## src/hdl/polymul_ram.sv

```systemverilog
// Generic single-port-write, registered-read RAM.
`default_nettype none
module polymul_ram #(
  parameter int WIDTH  = 16,
  parameter int DEPTH  = 32,
  parameter int ADDR_W = $clog2(DEPTH)
) (
  input  logic              clk,
  input  logic              wr_en,
  input  logic [ADDR_W-1:0] wr_addr,
  input  logic [WIDTH-1:0]  wr_data,
  input  logic              rd_en,
  input  logic [ADDR_W-1:0] rd_addr,
  output logic [WIDTH-1:0]  rd_data
);

  logic [WIDTH-1:0] mem [0:DEPTH-1];

  always_ff @(posedge clk) begin
    if (wr_en) begin
      mem[wr_addr] <= wr_data;
    end
    if (rd_en) begin
      rd_data <= mem[rd_addr];
    end
  end

endmodule
`default_nettype wire

```

## config.mk

```make
export PLATFORM = sky130hd
export DESIGN_NAME = polymul_ram
export DESIGN_NICKNAME = d
export VERILOG_FILES = /design/src/hdl/polymul_ram.sv
export SDC_FILE = /design/constraint.sdc
export NUM_CORES = 1
export LEC_CHECK = 0
export ABC_AREA = 1
export BUFFER_PORTS_ARGS = -buffer_cell sky130_fd_sc_hd__buf_2
export CORE_MARGIN = 4
export CORE_UTILIZATION = 56
export CTS_BUF_LIST = sky130_fd_sc_hd__clkbuf_2 sky130_fd_sc_hd__clkbuf_4 sky130_fd_sc_hd__clkbuf_8
export DETAILED_ROUTE_END_ITERATION = 16
export GPL_TIMING_DRIVEN = 0
export PLACE_DENSITY = 0.84
export SLEW_MARGIN = 20
export SYNTH_ARGS = -nofsm -noshare
export SYNTH_HDL_FRONTEND = slang
export SYNTH_SLANG_ARGS = --single-unit
```

## constraint.sdc

```tcl
create_clock -name clk -period 2 [get_ports clk]
set_input_delay 0.2 -clock clk [delete_from_list [all_inputs] [get_ports clk]]
set_output_delay 0.2 -clock clk [all_outputs]
set_load 0.01 [all_outputs]
```

==> results.json <==
{
  "seq_area_frac_synth": 0.739,
  "vias_per_cell": 6.08,
  "antenna_violations_before_repair": 3,
  "wl_per_cell_um": 23.8,
  "tritoncts.num_buffers": 78,
  "yosysTopAreaCell": "sky130_fd_sc_hd__edfxtp_1",
  "totalPowerFinal_mw": 22.2,
  "clk_latency_ns": 0.62,
  "grt_util_all_layers": 0.285,
  "finish.cell_count_without_fillers": 2507,
  "worst_case_reg_to_reg_path_depth": 8,
  "post-route-drc-count": 0,
  "port-buffer-count": 41,
  "hold_class": "input port to flop",
  "startpoint_kind_of_the_worst_setup_timing_path": "input port",
  "cts.repair.resized": 0,
  "post_route_cells_drive_above_1_share": 0.156,
  "clock_tree.htree_level_count": 3,
  "sw_frac_of_total": 0.236,
  "wire_length_of_the_first_global_routing_pass_um": 88200,
  "hpwl_um": 38800,
  "rr_startpoint": "mem[29][1]$_DFFE_PP_",
  "netlist_area_mm2": 0.0215,
  "crit-reg2reg-capture": "rd_data[1]$_DFFE_PP_",
  "critical_path.endpoint_type": "flop",
  "status": "finished, final reports clean",
  "power.share.combinational": 0.075,
  "hold_path_end": "rd_data[6]$_DFFE_PP_",
  "p_seq_frac": 0.558,
  "report.final.setup_viol": 0,
  "global_route.overflow_total": 0,
  "ys_seq_elements": 528,
  "final.setup.tns_ns": 0,
  "cts.sinks": 528,
  "worst_vdd_ir_mv": 0.457,
  "fin_worst_skew_ns": 0.0412,
  "clk_transition_reported_paths_ns": 0.07,
  "drtAntennaViolNets": 0,
  "cts.root.buffer_cell": "sky130_fd_sc_hd__clkbuf_8",
  "rsz0062_at_grt": "no",
  "dieHeight_um": 204,
  "slew_headroom": 0.388,
  "unique_cell_type_count_in_the_yosys_netlist": 14,
  "setup.reg_to_reg.worst_slack_ns": 0.49,
  "synth_top_cells_by_area": "sky130_fd_sc_hd__edfxtp_1 (74%), sky130_fd_sc_hd__nand2_1 (13%), sky130_fd_sc_hd__nand3_1 (9.2%)",
  "clock_path_buffers": 3,
  "ys_warn_count": 0,
  "timing.critical_path.fanout_max": 10,
  "final_layout_worst_hold_slack_ns": 0.0304,
  "route.vias.total": 15249,
  "cell_internal_pwr_mw": 17.0,
  "power_switching_mw": 5.25,
  "fmaxAchievable_mhz": 593,
  "leading_cell_types_in_the_layout_fill_and_taps_excluded": "sky130_fd_sc_hd__nand2_1 (720), sky130_fd_sc_hd__edfxtp_1 (528), sky130_fd_sc_hd__nand3_1 (396)",
  "powerDensity_mw_per_mm2": 918,
  "timing.final.crit_share": 0.843,
  "clock_power_share": 0.367,
  "holdCritStartpoint": "rd_en",
  "detailedRoute.firstIterationViolations": 2614,
  "hold_path_stages": 1,
  "post-cts-setup-buffers": 0,
  "grt_pass1_vias": 14871,
  "synth_top_area_frac": 0.739,
  "floorplan.rows": 71,
  "final_hold_viol_count": 0,
  "cts_tree": "done",
  "antenna-diode-count": 0,
  "ctsHoldBuffers": 0,
  "layout_commonest_cell": "sky130_fd_sc_hd__nand2_1",
  "floorplan.initialDensity": 0.568,
  "required_ns": 2.35,
  "core_region_area_mm2": 0.0378,
  "grt_start_max_net_pins": 33,
  "detail_route.wirelength_um": 59800,
  "max_slew.worst_pin.slew_ns": 0.918,
  "cp.arrival_ns": 2.04,
  "synth.net_count": 1823,
  "drt_first_pass_iters": 8,
  "gp_routability_congestion": 0.966,
  "utilization": 0.641,
  "design.portCount": 45,
  "synthesis.instances": 1794,
  "cap_violations": 0,
  "min_period_ns": 1.69,
  "final_count_of_pins_violating_max_slew": 0,
  "numPlacedInstances": 2376,
  "dieArea_mm2": 0.0415,
  "total_leakage_power_nw": 9.04,
  "syn_area_per_cell_um2": 12.0,
  "die_width_um": 204,
  "syn_to_final_growth_pct": 12.8,
  "final_nets": 1974,
  "timing_worst_setup_path_type": "input port to flop"
}
area by class of cell:
type	instances	area [µm²]
Tap cell	511	639
Buffer	108	759
Sequential cell	528	15900
Clock inverter	25	121
Fill cell	2626	13600
Clock buffer	106	1300
Timing Repair Buffer	71	603
Inverter	10	42.5
Multi-Input combinational cell	1148	4880
power by group through the flow:
stage | Clock [mW] | Combinational, mW | Sequential (mW)
global placement | 0 | 1.52 | 12.6
detailed placement | 0 | 1.61 | 12.6
global route | 8.67 | 1.77 | 12.4
floorplan | 0 | 0.855 | 12.6
finish | 8.16 | 1.68 | 12.4
CTS | 8.15 | 1.62 | 12.4
cells in the mapped netlist, drive strengths merged:
cell and instances:
nand2 720, edfxtp 528, nand3 396, buf 89, nor2 32, clkbuf 19, inv 10
kinds of logic (layout without fill, tap and decap cells):
| logic type | Yosys count | after routing | share of synthesized area |
|---|---|---|---|
| buffers and inverters | 118 | 320 | 0.0374 |
| DFF | 528 | 528 | 0.739 |
| and+or+nand+nor | 1148 | 1148 | 0.224 |
metal layers:
metal,track usage,share of wire,vias up
li1,-,-,6572
met1,0.374,0.34,7116
met2,0.439,0.46,1329
met3,0.0838,0.15,226
met4,0.146,0.054,6
met5,0,0.00059,-
stage by stage:
stage          cell area, µm²  setup slack, ns
2_1_floorplan           21500            0.417
3_3_place_gp            22300           -0.457
3_5_place_dp            22800           -0.244
4_1_cts                 24200            0.466
5_1_grt                 24200            0.321
6_report                24200            0.313
worst max path at each step:
stage	start	end	slack [ns]	depth (start not counted)
global placement	wr_addr[0]	mem[6][6]$_DFFE_PP_	-0.46	4
CTS	rd_addr[2]	rd_data[6]$_DFFE_PP_	0.47	9
floorplan	wr_addr[0]	mem[0][0]$_DFFE_PP_	0.42	3
global route	rd_addr[1]	rd_data[11]$_DFFE_PP_	0.32	10
finish	rd_addr[1]	rd_data[11]$_DFFE_PP_	0.31	10
detailed placement	rd_addr[2]	rd_data[6]$_DFFE_PP_	-0.24	9
critical path, stage by stage:
cell and delay (ns):
sky130_fd_sc_hd__buf_2 0.11, sky130_fd_sc_hd__buf_4 0.27, sky130_fd_sc_hd__clkbuf_1 0.60, sky130_fd_sc_hd__nand3_1 0.17, sky130_fd_sc_hd__nand3_1 0.19, sky130_fd_sc_hd__nand2_1 0.09
sky130_fd_sc_hd__nand2_1 0.11, sky130_fd_sc_hd__nand2_1 0.11, sky130_fd_sc_hd__nand2_1 0.09, sky130_fd_sc_hd__nand2_1 0.10
flip-flops by register name, summed over array words and instances, names as in the netlist:
signal,cells
mem,512
rd_data,16
Note: power is estimated with default switching activity, not from simulation.
