File: src/hdl/polymul_pkg.sv
// Shared types, widths and codes for the polynomial multiplier.
`default_nettype none
package polymul_pkg;

  localparam int MAX_DEGREE_DEF = 31;

  localparam int OP_W   = 2;
  localparam int IDX_W  = 5;
  localparam int COEF_W = 16;
  localparam int PROD_W = 2 * COEF_W;
  localparam int SUM_W  = 37;
  localparam int DEG_W  = 6;
  localparam int REG_W  = 5;
  localparam int RIDX_W = 1;

  typedef enum logic [OP_W-1:0] {
    OP_LOAD_FIRST  = 2'd0,
    OP_LOAD_SECOND = 2'd1,
    OP_COMPUTE     = 2'd2
  } op_t;

  localparam logic [RIDX_W-1:0] REG_FIRST_DEGREE  = 1'b0;
  localparam logic [RIDX_W-1:0] REG_SECOND_DEGREE = 1'b1;

  // Tag that travels with each convolution sample through the pipeline.
  typedef struct packed {
    logic             valid;
    logic             is_top;
    logic [DEG_W-1:0] degree;
  } sample_t;

endpackage
`default_nettype wire

File: src/hdl/polymul_emit.sv
// Drops zero product terms, marks the highest nonzero term, and holds the output register.
`default_nettype none
module polymul_emit (
  input  logic                                 clk,
  input  logic                                 rst,
  input  polymul_pkg::sample_t                 tag,
  input  logic signed [polymul_pkg::SUM_W-1:0] value,
  output logic                                 free,
  output logic                                 busy,
  output logic                                 term_valid,
  input  logic                                 term_stall,
  output logic [polymul_pkg::DEG_W-1:0]        term_degree,
  output logic signed [polymul_pkg::SUM_W-1:0] term_value,
  output logic                                 is_last
);
  import polymul_pkg::*;

  logic                     pend_valid;
  logic [DEG_W-1:0]         pend_degree;
  logic signed [SUM_W-1:0]  pend_value;
  logic                     done;

  assign free = !term_valid || !term_stall;
  assign busy = pend_valid || done;

  // A nonzero term waits in the pending register until the next nonzero term
  // or the end of the sweep tells whether it is the last one.
  always_ff @(posedge clk) begin
    if (rst) begin
      term_valid <= 1'b0;
      pend_valid <= 1'b0;
      done       <= 1'b0;
    end else begin
      if (!term_stall) begin
        term_valid <= 1'b0;
      end
      if (free) begin
        if (tag.valid) begin
          if (value != '0) begin
            if (pend_valid) begin
              term_valid  <= 1'b1;
              term_degree <= pend_degree;
              term_value  <= pend_value;
              is_last     <= 1'b0;
            end
            pend_valid  <= 1'b1;
            pend_degree <= tag.degree;
            pend_value  <= value;
          end
          if (tag.is_top) begin
            done <= 1'b1;
          end
        end else if (done) begin
          done <= 1'b0;
          if (pend_valid) begin
            term_valid  <= 1'b1;
            term_degree <= pend_degree;
            term_value  <= pend_value;
            is_last     <= 1'b1;
            pend_valid  <= 1'b0;
          end
        end
      end
    end
  end

endmodule
`default_nettype wire

File: config.mk
export PLATFORM = sky130hd
export DESIGN_NAME = polymul_emit
export DESIGN_NICKNAME = d
export VERILOG_FILES = /design/src/hdl/polymul_pkg.sv /design/src/hdl/polymul_emit.sv
export SDC_FILE = /design/constraint.sdc
export NUM_CORES = 1
export LEC_CHECK = 0
export BUFFER_PORTS_ARGS = -buffer_cell sky130_fd_sc_hd__buf_2
export CORE_MARGIN = 2
export CORE_UTILIZATION = 46
export CTS_BUF_LIST = sky130_fd_sc_hd__clkbuf_8
export DETAILED_ROUTE_END_ITERATION = 10
export GPL_TIMING_DRIVEN = 1
export MAX_ROUTING_LAYER = met4
export PLACE_DENSITY = 0.88
export SLEW_MARGIN = 20
export SYNTH_ARGS = -nofsm -noshare
export SYNTH_HDL_FRONTEND = slang
export SYNTH_SLANG_ARGS = --single-unit
File: constraint.sdc
create_clock -name clk -period 3.1 [get_ports clk]
set_input_delay 0.31 -clock clk [delete_from_list [all_inputs] [get_ports clk]]
set_output_delay 0.31 -clock clk [all_outputs]
set_load 0.03 [all_outputs]
==> flow_summary.ini <==
[sta]
fmax_ghz = 0.532
worst-slew-pin-transition_ns = 0.606
rsz0062_at_grt = no
fin_setup_tns_ns = 0
finalCritPeriodShare = 0.606
relSlewSlack = 0.595
fin_ws_ns = 1.22
finalMaxSlewViolations = 0
setup_viol_count_final = 0
skew_ns = 0.00796
min_period_ns = 1.88
hold_viol = 0

[floorplanning]
dieArea_sq_um = 6850
die_h_um = 82.8
fp.dieW_um = 82.8
core_area_sq_um = 5960
initial_core_util = 0.479
io_pins = 95
row_count = 28

[worst_setup_path]
cp_slowest_cell = nor3_2
crit_required_ns = 3.19
r2r_start = pend_valid
crit_chain = buf_2, nor4_1, nand4_1, nor3_2, nor2_4, buf_16
rr_endpoint = term_value[29]
path_buf_inv = 2
criticalPathCategory = in2reg
r2r_cells = 4
crit_arrival_ns = 1.97
critPathTopFamily = simple AND/OR/NAND/NOR gates
cp-end-kind = flop
slowest_delay_ns = 0.49
worstPathMaxFanout = 24
rrSetupSlack_ns = 1.36
start_kind = input port

[route]
via_count = 1534
first_pass_iters = 4
viasPerCell = 4.98
drc = 0
wirelength_um = 5070
wl_met1_um = 1980
met2_length_um = 2470
drtIter0Drc = 99
routedWlPerCell_um = 16.4
dr_wl_met3_um = 532
top_layer = met4
drtAntennaViolNets = 0

[global_routing]
grt_max_degree = 45
antenna_found_initial = 0
grt_first_pass_wirelength_um = 7380
grtUsageTotal = 0.162
grt_pass1_vias = 1477
overflow = 0

[synth]
syn_inst = 121
syn-num-nets = 169
synth.distinct_cells = 18
yosysSeqAreaShare = 0.936
synth_seq_cells = 90
avgSynthCellArea_sq_um = 23.6
synth_top_area_frac = 0.915
yosysWarnings = 0
yosysTopAreaCell = edfxtp_1
synth_area_sq_um = 2850
synth.area.top_cells = edfxtp_1, dfxtp_1, nor4_1

[clock_tree]
cts_sinks = 90
clkTransAtPathRegs_ns = 0.08
root_buffer = clkbuf_8
cts_resized = 0
clk_latency_ns = 0.34
holdBufCountCts = 0
h-tree-depth = 3
cts_tree = yes
post_cts_buffers = 0
cts.path.max_buffers = 2
cts_buffers = 9

[power_and_ir_drop]
ir_worst_vdd_uv = 354
power.density_nw_per_um2 = 630
p_leak_nw = 1.35

[place]
place_ws_ns = 0.825
placedInstanceArea_sq_um = 3440
io_buffers = 94
gp_congestion = 0.741

[final_layout]
synthToLayoutAreaGrowth_pct = 28.5
final_area_sq_um = 3670
fin_util = 0.616
final_common_cell = buf_2
drive_above_1_share = 0.494
n_antenna_cell = 0
layout.nets = 276
most-common-layout-cells = buf_2, edfxtp_1, clkbuf_8

[min_path]
hold_class = in2reg
hold_depth = 1
hold_path_startpoint = tag[3]
min_to = pend_degree[3]

[run]
drv_cap = 0

[status]
status = finished, final reports clean
-- cells in the mapped netlist --
cell,instances
nor3_1,2
nand3b_1,1
a32oi_1,1
nand4_1,2
dfxtp_1,3
or2_2,1
o22ai_1,1
nor4_2,1
nor4_1,7
o211ai_1,1
nor2b_1,1
nand2_1,5
inv_1,1
nor2_1,2
o21ai_1,1
edfxtp_1,87
nor3_2,1
a21oi_1,3
-- worst max-delay path by stage --
stage / start / endpoint / slack (ns) / cells after the start
after floorplan: term_valid / is_last / 0.55 / 3
after global placement: value[16] / term_value[32] / 0.82 / 6
after detailed placement: value[16] / term_value[27] / 0.83 / 6
final: value[16] / pend_degree[3] / 1.22 / 6
after CTS: term_valid / pend_value[35] / 1.12 / 3
after global routing: value[16] / term_value[29] / 1.01 / 6
-- final cells by class --
class,instances,area [sq um]
clock buffers,9,124
clock inverters,7,70.1
fillers,450,2290
inverters,1,3.75
multi-input cells,30,196
flip-flops and latches,90,2670
well taps,75,93.8
repair buffers,96,505
-- per-layer routing --
metal	GRT usage	vias to the layer above
li1	-	704
met2	0.244	80
met4	0.0705	0
met1	0.199	742
met3	0.0576	8
met5	-	-
-- kinds of logic after synthesis --
family	Yosys count	synth area share
simple gates	23	0.0474
buf+inv	1	0.00131
flops	90	0.936
compound gates	7	0.0149
-- where the power goes --
group	total [mW]	switching [mW]	internal, mW
registers	1.40	0.0142	1.39
clock network	0.756	0.385	0.371
logic	0.151	0.103	0.0478
-- through the flow --
stage | total power, mW | cells | hold WS [ns]
after global placement | 1.57 | 291 | 0.400
after detailed placement | 1.58 | 291 | 0.405
final | 2.31 | 308 | 0.146
after global routing | 2.40 | 308 | 0.121
after floorplan | 1.50 | 121 | 0.389
after CTS | 2.33 | 307 | 0.128
-- sequential cells by signal, summed over array words and instances (netlist names) --
register and count:
done 1, is_last 1, pend_degree 6, pend_valid 1, pend_value 37, term_degree 6
term_valid 1, term_value 37
Power figures use the tool's default switching activity.
