**config.mk**
```make
export PLATFORM = sky130hd
export DESIGN_NAME = polymul_cell
export DESIGN_NICKNAME = d
export VERILOG_FILES = /design/src/hdl/polymul_pkg.sv /design/src/hdl/polymul_cell.sv
export SDC_FILE = /design/constraint.sdc
export NUM_CORES = 1
export LEC_CHECK = 0
export BUFFER_PORTS_ARGS = -buffer_cell sky130_fd_sc_hd__buf_4
export CAP_MARGIN = 25
export CORE_UTILIZATION = 38
export CTS_CLUSTER_SIZE = 14
export DETAILED_ROUTE_END_ITERATION = 12
export MAX_ROUTING_LAYER = met4
export PLACE_DENSITY = 0.67
export RECOVER_POWER = 25
export SLEW_MARGIN = 20
export SYNTH_ARGS = -nofsm -noshare
export SYNTH_HDL_FRONTEND = slang
export SYNTH_SLANG_ARGS = --single-unit
```
**constraint.sdc**
```tcl
create_clock -name clk -period 8.25 [get_ports clk]
set_input_delay 2.0625 -clock clk [delete_from_list [all_inputs] [get_ports clk]]
set_output_delay 2.0625 -clock clk [all_outputs]
set_load 0.01 [all_outputs]
```
**src/hdl/polymul_pkg.sv**
```systemverilog
// Shared types, widths and codes for the polynomial multiplier.
`default_nettype none
package polymul_pkg;

  localparam int MAX_DEGREE_DEF = 31;

  localparam int OP_W   = 2;
  localparam int IDX_W  = 5;
  localparam int COEF_W = 16;
  localparam int PROD_W = 2 * COEF_W;
  localparam int SUM_W  = 37;
  localparam int DEG_W  = 6;
  localparam int REG_W  = 5;
  localparam int RIDX_W = 1;

  typedef enum logic [OP_W-1:0] {
    OP_LOAD_FIRST  = 2'd0,
    OP_LOAD_SECOND = 2'd1,
    OP_COMPUTE     = 2'd2
  } op_t;

  localparam logic [RIDX_W-1:0] REG_FIRST_DEGREE  = 1'b0;
  localparam logic [RIDX_W-1:0] REG_SECOND_DEGREE = 1'b1;

  // Tag that travels with each convolution sample through the pipeline.
  typedef struct packed {
    logic             valid;
    logic             is_top;
    logic [DEG_W-1:0] degree;
  } sample_t;

endpackage
`default_nettype wire

```
**src/hdl/polymul_cell.sv**
```systemverilog
// One cell of the transposed convolution chain: holds one second-polynomial coefficient.
`default_nettype none
module polymul_cell (
  input  logic                                  clk,
  input  logic                                  advance,
  input  logic                                  clear,
  input  logic                                  load_en,
  input  logic signed [polymul_pkg::COEF_W-1:0] load_value,
  input  logic                                  use_weight,
  input  logic signed [polymul_pkg::COEF_W-1:0] x_in,
  input  logic signed [polymul_pkg::SUM_W-1:0]  sum_in,
  output logic signed [polymul_pkg::SUM_W-1:0]  sum_out
);
  import polymul_pkg::*;

  logic signed [COEF_W-1:0] weight;
  logic signed [PROD_W-1:0] prod;

  always_ff @(posedge clk) begin
    if (load_en) begin
      weight <= load_value;
    end
    if (clear) begin
      prod    <= '0;
      sum_out <= '0;
    end else if (advance) begin
      prod    <= use_weight ? PROD_W'(weight * x_in) : '0;
      sum_out <= sum_in + SUM_W'(prod);
    end
  end

endmodule
`default_nettype wire

```
==> impl_metrics.tcl, run 1 <==
set metrics [dict create \
    cts.sinks 85 \
    fin_skew_ns 0.01138 \
    htree_levels 3 \
    grt_pass1_wl_um 54830 \
    grt_max_degree 49 \
    worstHoldPathType "flop to flop" \
    rows 70 \
    reg2reg_slack_ns 1.64 \
    yosysUniqueCellTypes 60 \
    yosysWarnings 0 \
    viasPerCell 4.967 \
    syn-mean-instance-area_um2 9.038 \
    ioPinCount 111 \
    grt_pass1_vias 11400 \
    hold_buffers 0 \
    wl_per_cell_um 15.02 \
    numCtsBuffers 9 \
    setup_tns_ns 0 \
    die_area_um2 38430 \
    max-clock-path-buffers 2 \
    drive_gt1_share_pct 8.363 \
    crit_arrival_ns 7.91 \
    vias 10760 \
    insertion_delay_ns 0.38 \
    area_delta_synth_final_pct 11.19 \
    die_w_um 196.0 \
    slew_headroom_pct -46.34 \
    async_flop_share_pct 0 \
    n_antenna_cell 0 \
    final_util_pct 43.15 \
    synth_edf_count 16 \
    overflow 0 \
    worst_slew_pin_slew_ns 2.195 \
    fill_cells 3616 \
    max_clock_freq_mhz 130.7 \
    worst_ep_required_time_ns 8.50 \
    setup_viol 0 \
    status "complete, but fails checks" \
    initial_core_util_pct 38.80 \
    synth.net_count 2038 \
    synth_area_um2 14310 \
    drcViolationCount 0 \
    core-area_um2 36870 \
    dr.pass1.iters 5 \
    path_clk_slew_ns 0.07 \
    ys_ff_latch 85 \
    synthFlopType "dfxtp_1" \
    die_y_um 196.0 \
    rsz0062_at_grt "false" \
    dp.cells 2149 \
    dp_hpwl_um 27640 \
    cts-root-buf "clkbuf_16" \
    worstSetupPathType "input pin to flop" \
    yosysSeqAreaShare_pct 13.01 \
    cts_tree "yes" \
    antenna_found_initial 0 \
    grtUsageTotal_pct 18.58 \
    drv_slew 40 \
    cts_setup_buffers 0 \
    globalplace.congestion 0.8522 \
    mostFrequentLayoutCells "303 x inv_1, 263 x fa_1, 182 x nand2_1, 126 x and2_1, 118 x ha_1" \
    cp-end-kind "flop" \
    maxCapViolCount 1 \
    post-route-period-util_pct 92.75 \
    finalHoldViolCount 0 \
    startpoint_type "input pin" \
    min_period_ns 7.652 \
    layout.nets 2112 \
    stdcell_count 2166 \
    syn_inst 1583 \
    drtIter0Drc 465 \
    layout_commonest_cell "inv_1" \
    crit_fanout 16 \
    cts_resized 0 \
    drt.antenna.violating_nets 0 \
    port_buffers 110 \
    violations "capacitance limit, slew limit" \
    routed_wl_um 32530 \
]
[cell families after synthesis]
kind of cell,after synthesis,synth area share [%]
mux,16,1.119
xor+xnor,60,3.673
fa+ha+maj,381,47.12
flops,85,13.01
buf+inv,354,9.287
compound gates,225,10.35
simple gates,462,15.44
[cell usage after synthesis, drive strengths merged, types with 5 or more instances]
| master | n | share of area [%] |
|---|---|---|
| nor3 | 11 | 0.38 |
| nand3 | 15 | 0.52 |
| a31oi | 10 | 0.44 |
| and2 | 126 | 5.5 |
| nor2b | 6 | 0.26 |
| o211ai | 5 | 0.33 |
| a22oi | 11 | 0.58 |
| dfxtp | 69 | 9.7 |
| o21bai | 5 | 0.26 |
| a21oi | 58 | 2.1 |
| clkbuf | 45 | 1.2 |
| mux2i | 16 | 1.1 |
| o21a | 11 | 0.58 |
| xnor2 | 33 | 2.0 |
| fa | 263 | 37 |
| nand2b | 13 | 0.57 |
| nor2 | 82 | 2.2 |
| inv | 304 | 8.0 |
| nand4 | 5 | 0.22 |
| a211oi | 9 | 0.51 |
| nand2 | 182 | 4.8 |
| ha | 118 | 10 |
| edfxtp | 16 | 3.4 |
| buf | 5 | 0.13 |
| xor2 | 27 | 1.7 |
| a21o | 26 | 1.4 |
| and3 | 5 | 0.22 |
| o21ai | 58 | 2.1 |
[sequential cells by signal, indices dropped and copies added (netlist names)]
signal,flops
sum_out,37
prod,32
weight,16
[worst max-delay path, cell delays in order]
cell and delay (ns):
buf_4 0.17, and2_1 0.19, fa_1 0.53, inv_1 0.05, fa_1 0.46, fa_1 0.51
fa_1 0.55, inv_1 0.05, fa_1 0.51, fa_1 0.42, ha_1 0.36, a21o_1 0.18
a21oi_1 0.15, nor2b_1 0.08, a2111oi_0 0.69, a211o_1 0.31, o211ai_1 0.15, a31oi_1 0.22
xor2_1 0.18, o21ai_1 0.08
[through the flow]
stage | setup WS, ns | cell area, um^2 | hold slack (ns)
after floorplan | 0.5636 | 14310 | 0.4291
after global placement | 0.3660 | 15590 | 0.4475
after detailed placement | 0.2351 | 15590 | 0.4485
after CTS | 0.6368 | 15890 | 0.4685
after global routing | 0.3013 | 15910 | 0.4921
final | 0.5980 | 15910 | 0.4659
[worst paths after layout]
kind,startpoint,endpoint,cells past startpoint
setup / recovery,x_in[4],prod[28],20
setup reg to reg,weight[10],prod[28],18
hold / removal,prod[3],prod[3],2
hold reg to reg,prod[3],prod[3],2
[routing by layer]
metal	share of wire [%]	track usage [%]	wire length (um)
met5	0	-	0
met4	2.4	6.019	775
met3	2.4	2.029	787
met2	55	33.73	17870
met1	40	21.33	13100
[final cells by class]
cell class	instances	area, um^2	area share, %
multi-input combinational	1144	11120	69.88
sequential	85	1862	11.70
inverter	304	1141	7.173
timing repair buffer	113	860.8	5.411
tap	504	630.6	3.964
clock buffer	10	229.0	1.439
clock inverter	6	68.82	0.4326
Power of run 1 is left out: the tool's default activity adds up to more than one toggle a clock period on the data nets, which glitch-free logic cannot reach.
==> run 2: changes to the inputs <==
--- a/config.mk
+++ b/config.mk
@@ -7,6 +7,7 @@
 export LEC_CHECK = 0
 export BUFFER_PORTS_ARGS = -buffer_cell sky130_fd_sc_hd__buf_4
 export CAP_MARGIN = 25
+export CORE_ASPECT_RATIO = 1.2
 export CORE_UTILIZATION = 38
 export CTS_CLUSTER_SIZE = 14
 export DETAILED_ROUTE_END_ITERATION = 12
==> run 2 against run 1 <==
The run ends with DRC, capacitance limit, slew limit left. Design area decreased by 0.32%. Hold slack got worse by 0.0053 ns. Clock-buffer cell count decreased by 1. Flip-flop and latch count unchanged. Fmax increased by 0.61%. Die area about the same. Worst setup slack improved by 0.047 ns. Global-route usage increased by 0.17 points. Utilization decreased by 0.28 points. Non-clock buffer count unchanged. First-iteration DRC count increased by 7.3%. Critical path depth increased by 3.
==> impl_metrics.tcl, run 2 (same netlist as run 1, synthesis figures left out) <==
set metrics [dict create \
    viasPerCell 5.061 \
    insertion_delay_ns 0.37 \
    n_antenna_cell 0 \
    layout_commonest_cell "inv_1" \
    reg2reg_slack_ns 1.69 \
    htree_levels 3 \
    grt_pass1_wl_um 54750 \
    violations "DRC, capacitance limit, slew limit" \
    cts_resized 0 \
    slew_headroom_pct -43.40 \
    rsz0062_at_grt "false" \
    rows 77 \
    fill_cells 3626 \
    grt_pass1_vias 11430 \
    crit_path_end "prod[29]" \
    multi_input_area_um2 11120 \
    setup_tns_ns 0 \
    drcViolationCount 12 \
    ioPinCount 111 \
    dp_slack_ns 0.2605 \
    cts-root-buf "clkbuf_16" \
    drv_slew 40 \
    wl_per_cell_um 15.59 \
    dp_hpwl_um 27850 \
    dr.pass1.iters 9 \
    worstHoldPathType "flop to flop" \
    layout.nets 2112 \
    min_period_ns 7.605 \
    ff_latch_area_um2 1862 \
    finalWorstSetupSlack_ns 0.6448 \
    area_delta_synth_final_pct 10.84 \
    worstSetupPathType "input pin to flop" \
    die_area_um2 38430 \
    maxCapViolCount 1 \
    startpoint_type "input pin" \
    r2r-end "prod[29]" \
    drtIter0Drc 499 \
    holdWs_ns 0.4606 \
    cp-startpoint "x_in[7]" \
    globalplace.congestion 0.8833 \
    die_y_um 214.6 \
    cts_tree "yes" \
    cp-end-kind "flop" \
    status "complete, but fails checks" \
    post-route-period-util_pct 92.18 \
    cts_setup_buffers 0 \
    cts.sinks 85 \
    r2r-start "weight[7]" \
    routed_wl_um 33300 \
    largest_reg_flops 37 \
    mostFrequentLayoutCells "304 x inv_1, 263 x fa_1, 182 x nand2_1, 126 x and2_1, 118 x ha_1" \
    fin_skew_ns 0.01716 \
    initial_core_util_pct 38.67 \
    crit_arrival_ns 7.85 \
    die_w_um 179.1 \
    drive_gt1_share_pct 8.424 \
    core-area_um2 37000 \
    largest-register "sum_out" \
    numCtsBuffers 9 \
    worst_slew_pin_slew_ns 2.151 \
    port_buffers 110 \
    vias 10810 \
    max_clock_freq_mhz 131.5 \
    final_util_pct 42.86 \
    max-clock-path-buffers 2 \
    crit_fanout 16 \
    setup_viol 0 \
    worst_ep_required_time_ns 8.50 \
    reg2reg_depth 22 \
    grtUsageTotal_pct 18.76 \
    overflow 0 \
    hold_buffers 0 \
    path_clk_slew_ns 0.07 \
    reg_top3 "sum_out (37), prod (32), weight (16)" \
    drt.antenna.violating_nets 0 \
    grt_max_degree 49 \
    finalHoldViolCount 0 \
    antenna_found_initial 0 \
]
run 2: changes by cell type in the layout (fill, tap and decap cells not counted):
| cell | previous run | this run |
|---|---|---|
| buf_16 | 1 | 0 |
| buf_4 | 94 | 95 |
| clkbuf_1 | 3 | 2 |
| clkinv_1 | 1 | 0 |
| clkinvlp_4 | 1 | 2 |
| inv_1 | 303 | 304 |
| inv_6 | 3 | 2 |
| inv_8 | 0 | 1 |
run 2: final cells by class:
type,count,share of cell area [%]
Multi-Input combinational cell,1144,70.10
Sequential cell,85,11.74
Inverter,304,7.196
Timing Repair Buffer,113,5.302
Tap cell,474,3.740
Clock buffer,9,1.420
Clock inverter,7,0.4971
run 2: worst max-delay path, stage by stage:
cell	delay, ns
buf_4	0.18
nand2_1	0.10
fa_1	0.58
inv_1	0.06
fa_1	0.50
inv_1	0.05
fa_1	0.53
inv_1	0.05
fa_1	0.47
fa_1	0.54
inv_1	0.06
fa_1	0.48
inv_1	0.04
ha_1	0.35
a21o_1	0.22
a21o_1	0.17
a221o_1	0.35
a21oi_2	0.24
o31ai_4	0.12
a211oi_2	0.32
o21ai_2	0.13
a21oi_1	0.15
o211ai_1	0.09
run 2: how the worst min path moves through the flow:
| stage | start | end | slack [ns] | cells past startpoint |
|---|---|---|---|---|
| final | prod[24] | prod[24] | 0.46 | 2 |
| after global routing | prod[3] | prod[3] | 0.48 | 2 |
| after detailed placement | prod[24] | prod[24] | 0.45 | 2 |
| after global placement | sum_out[35] | sum_out[35] | 0.45 | 2 |
| after floorplan | prod[15] | prod[15] | 0.43 | 2 |
| after CTS | prod[24] | prod[24] | 0.47 | 2 |
run 2: metrics by stage:
stage | instances | instance area (um^2)
floorplan | 1583 | 14310
CTS | 2136 | 15870
detailed placement | 2120 | 15560
global placement | 2120 | 15560
global route | 2136 | 15860
finish | 2136 | 15860
run 2: routing by layer:
metal	vias up	GRT usage, %	routed length (um)
li1	5096	-	-
met1	5442	20.09	12320
met2	202	33.72	18590
met3	71	2.039	920
met4	0	9.328	1474
met5	-	-	0
Power of run 2 is left out for the same reason.
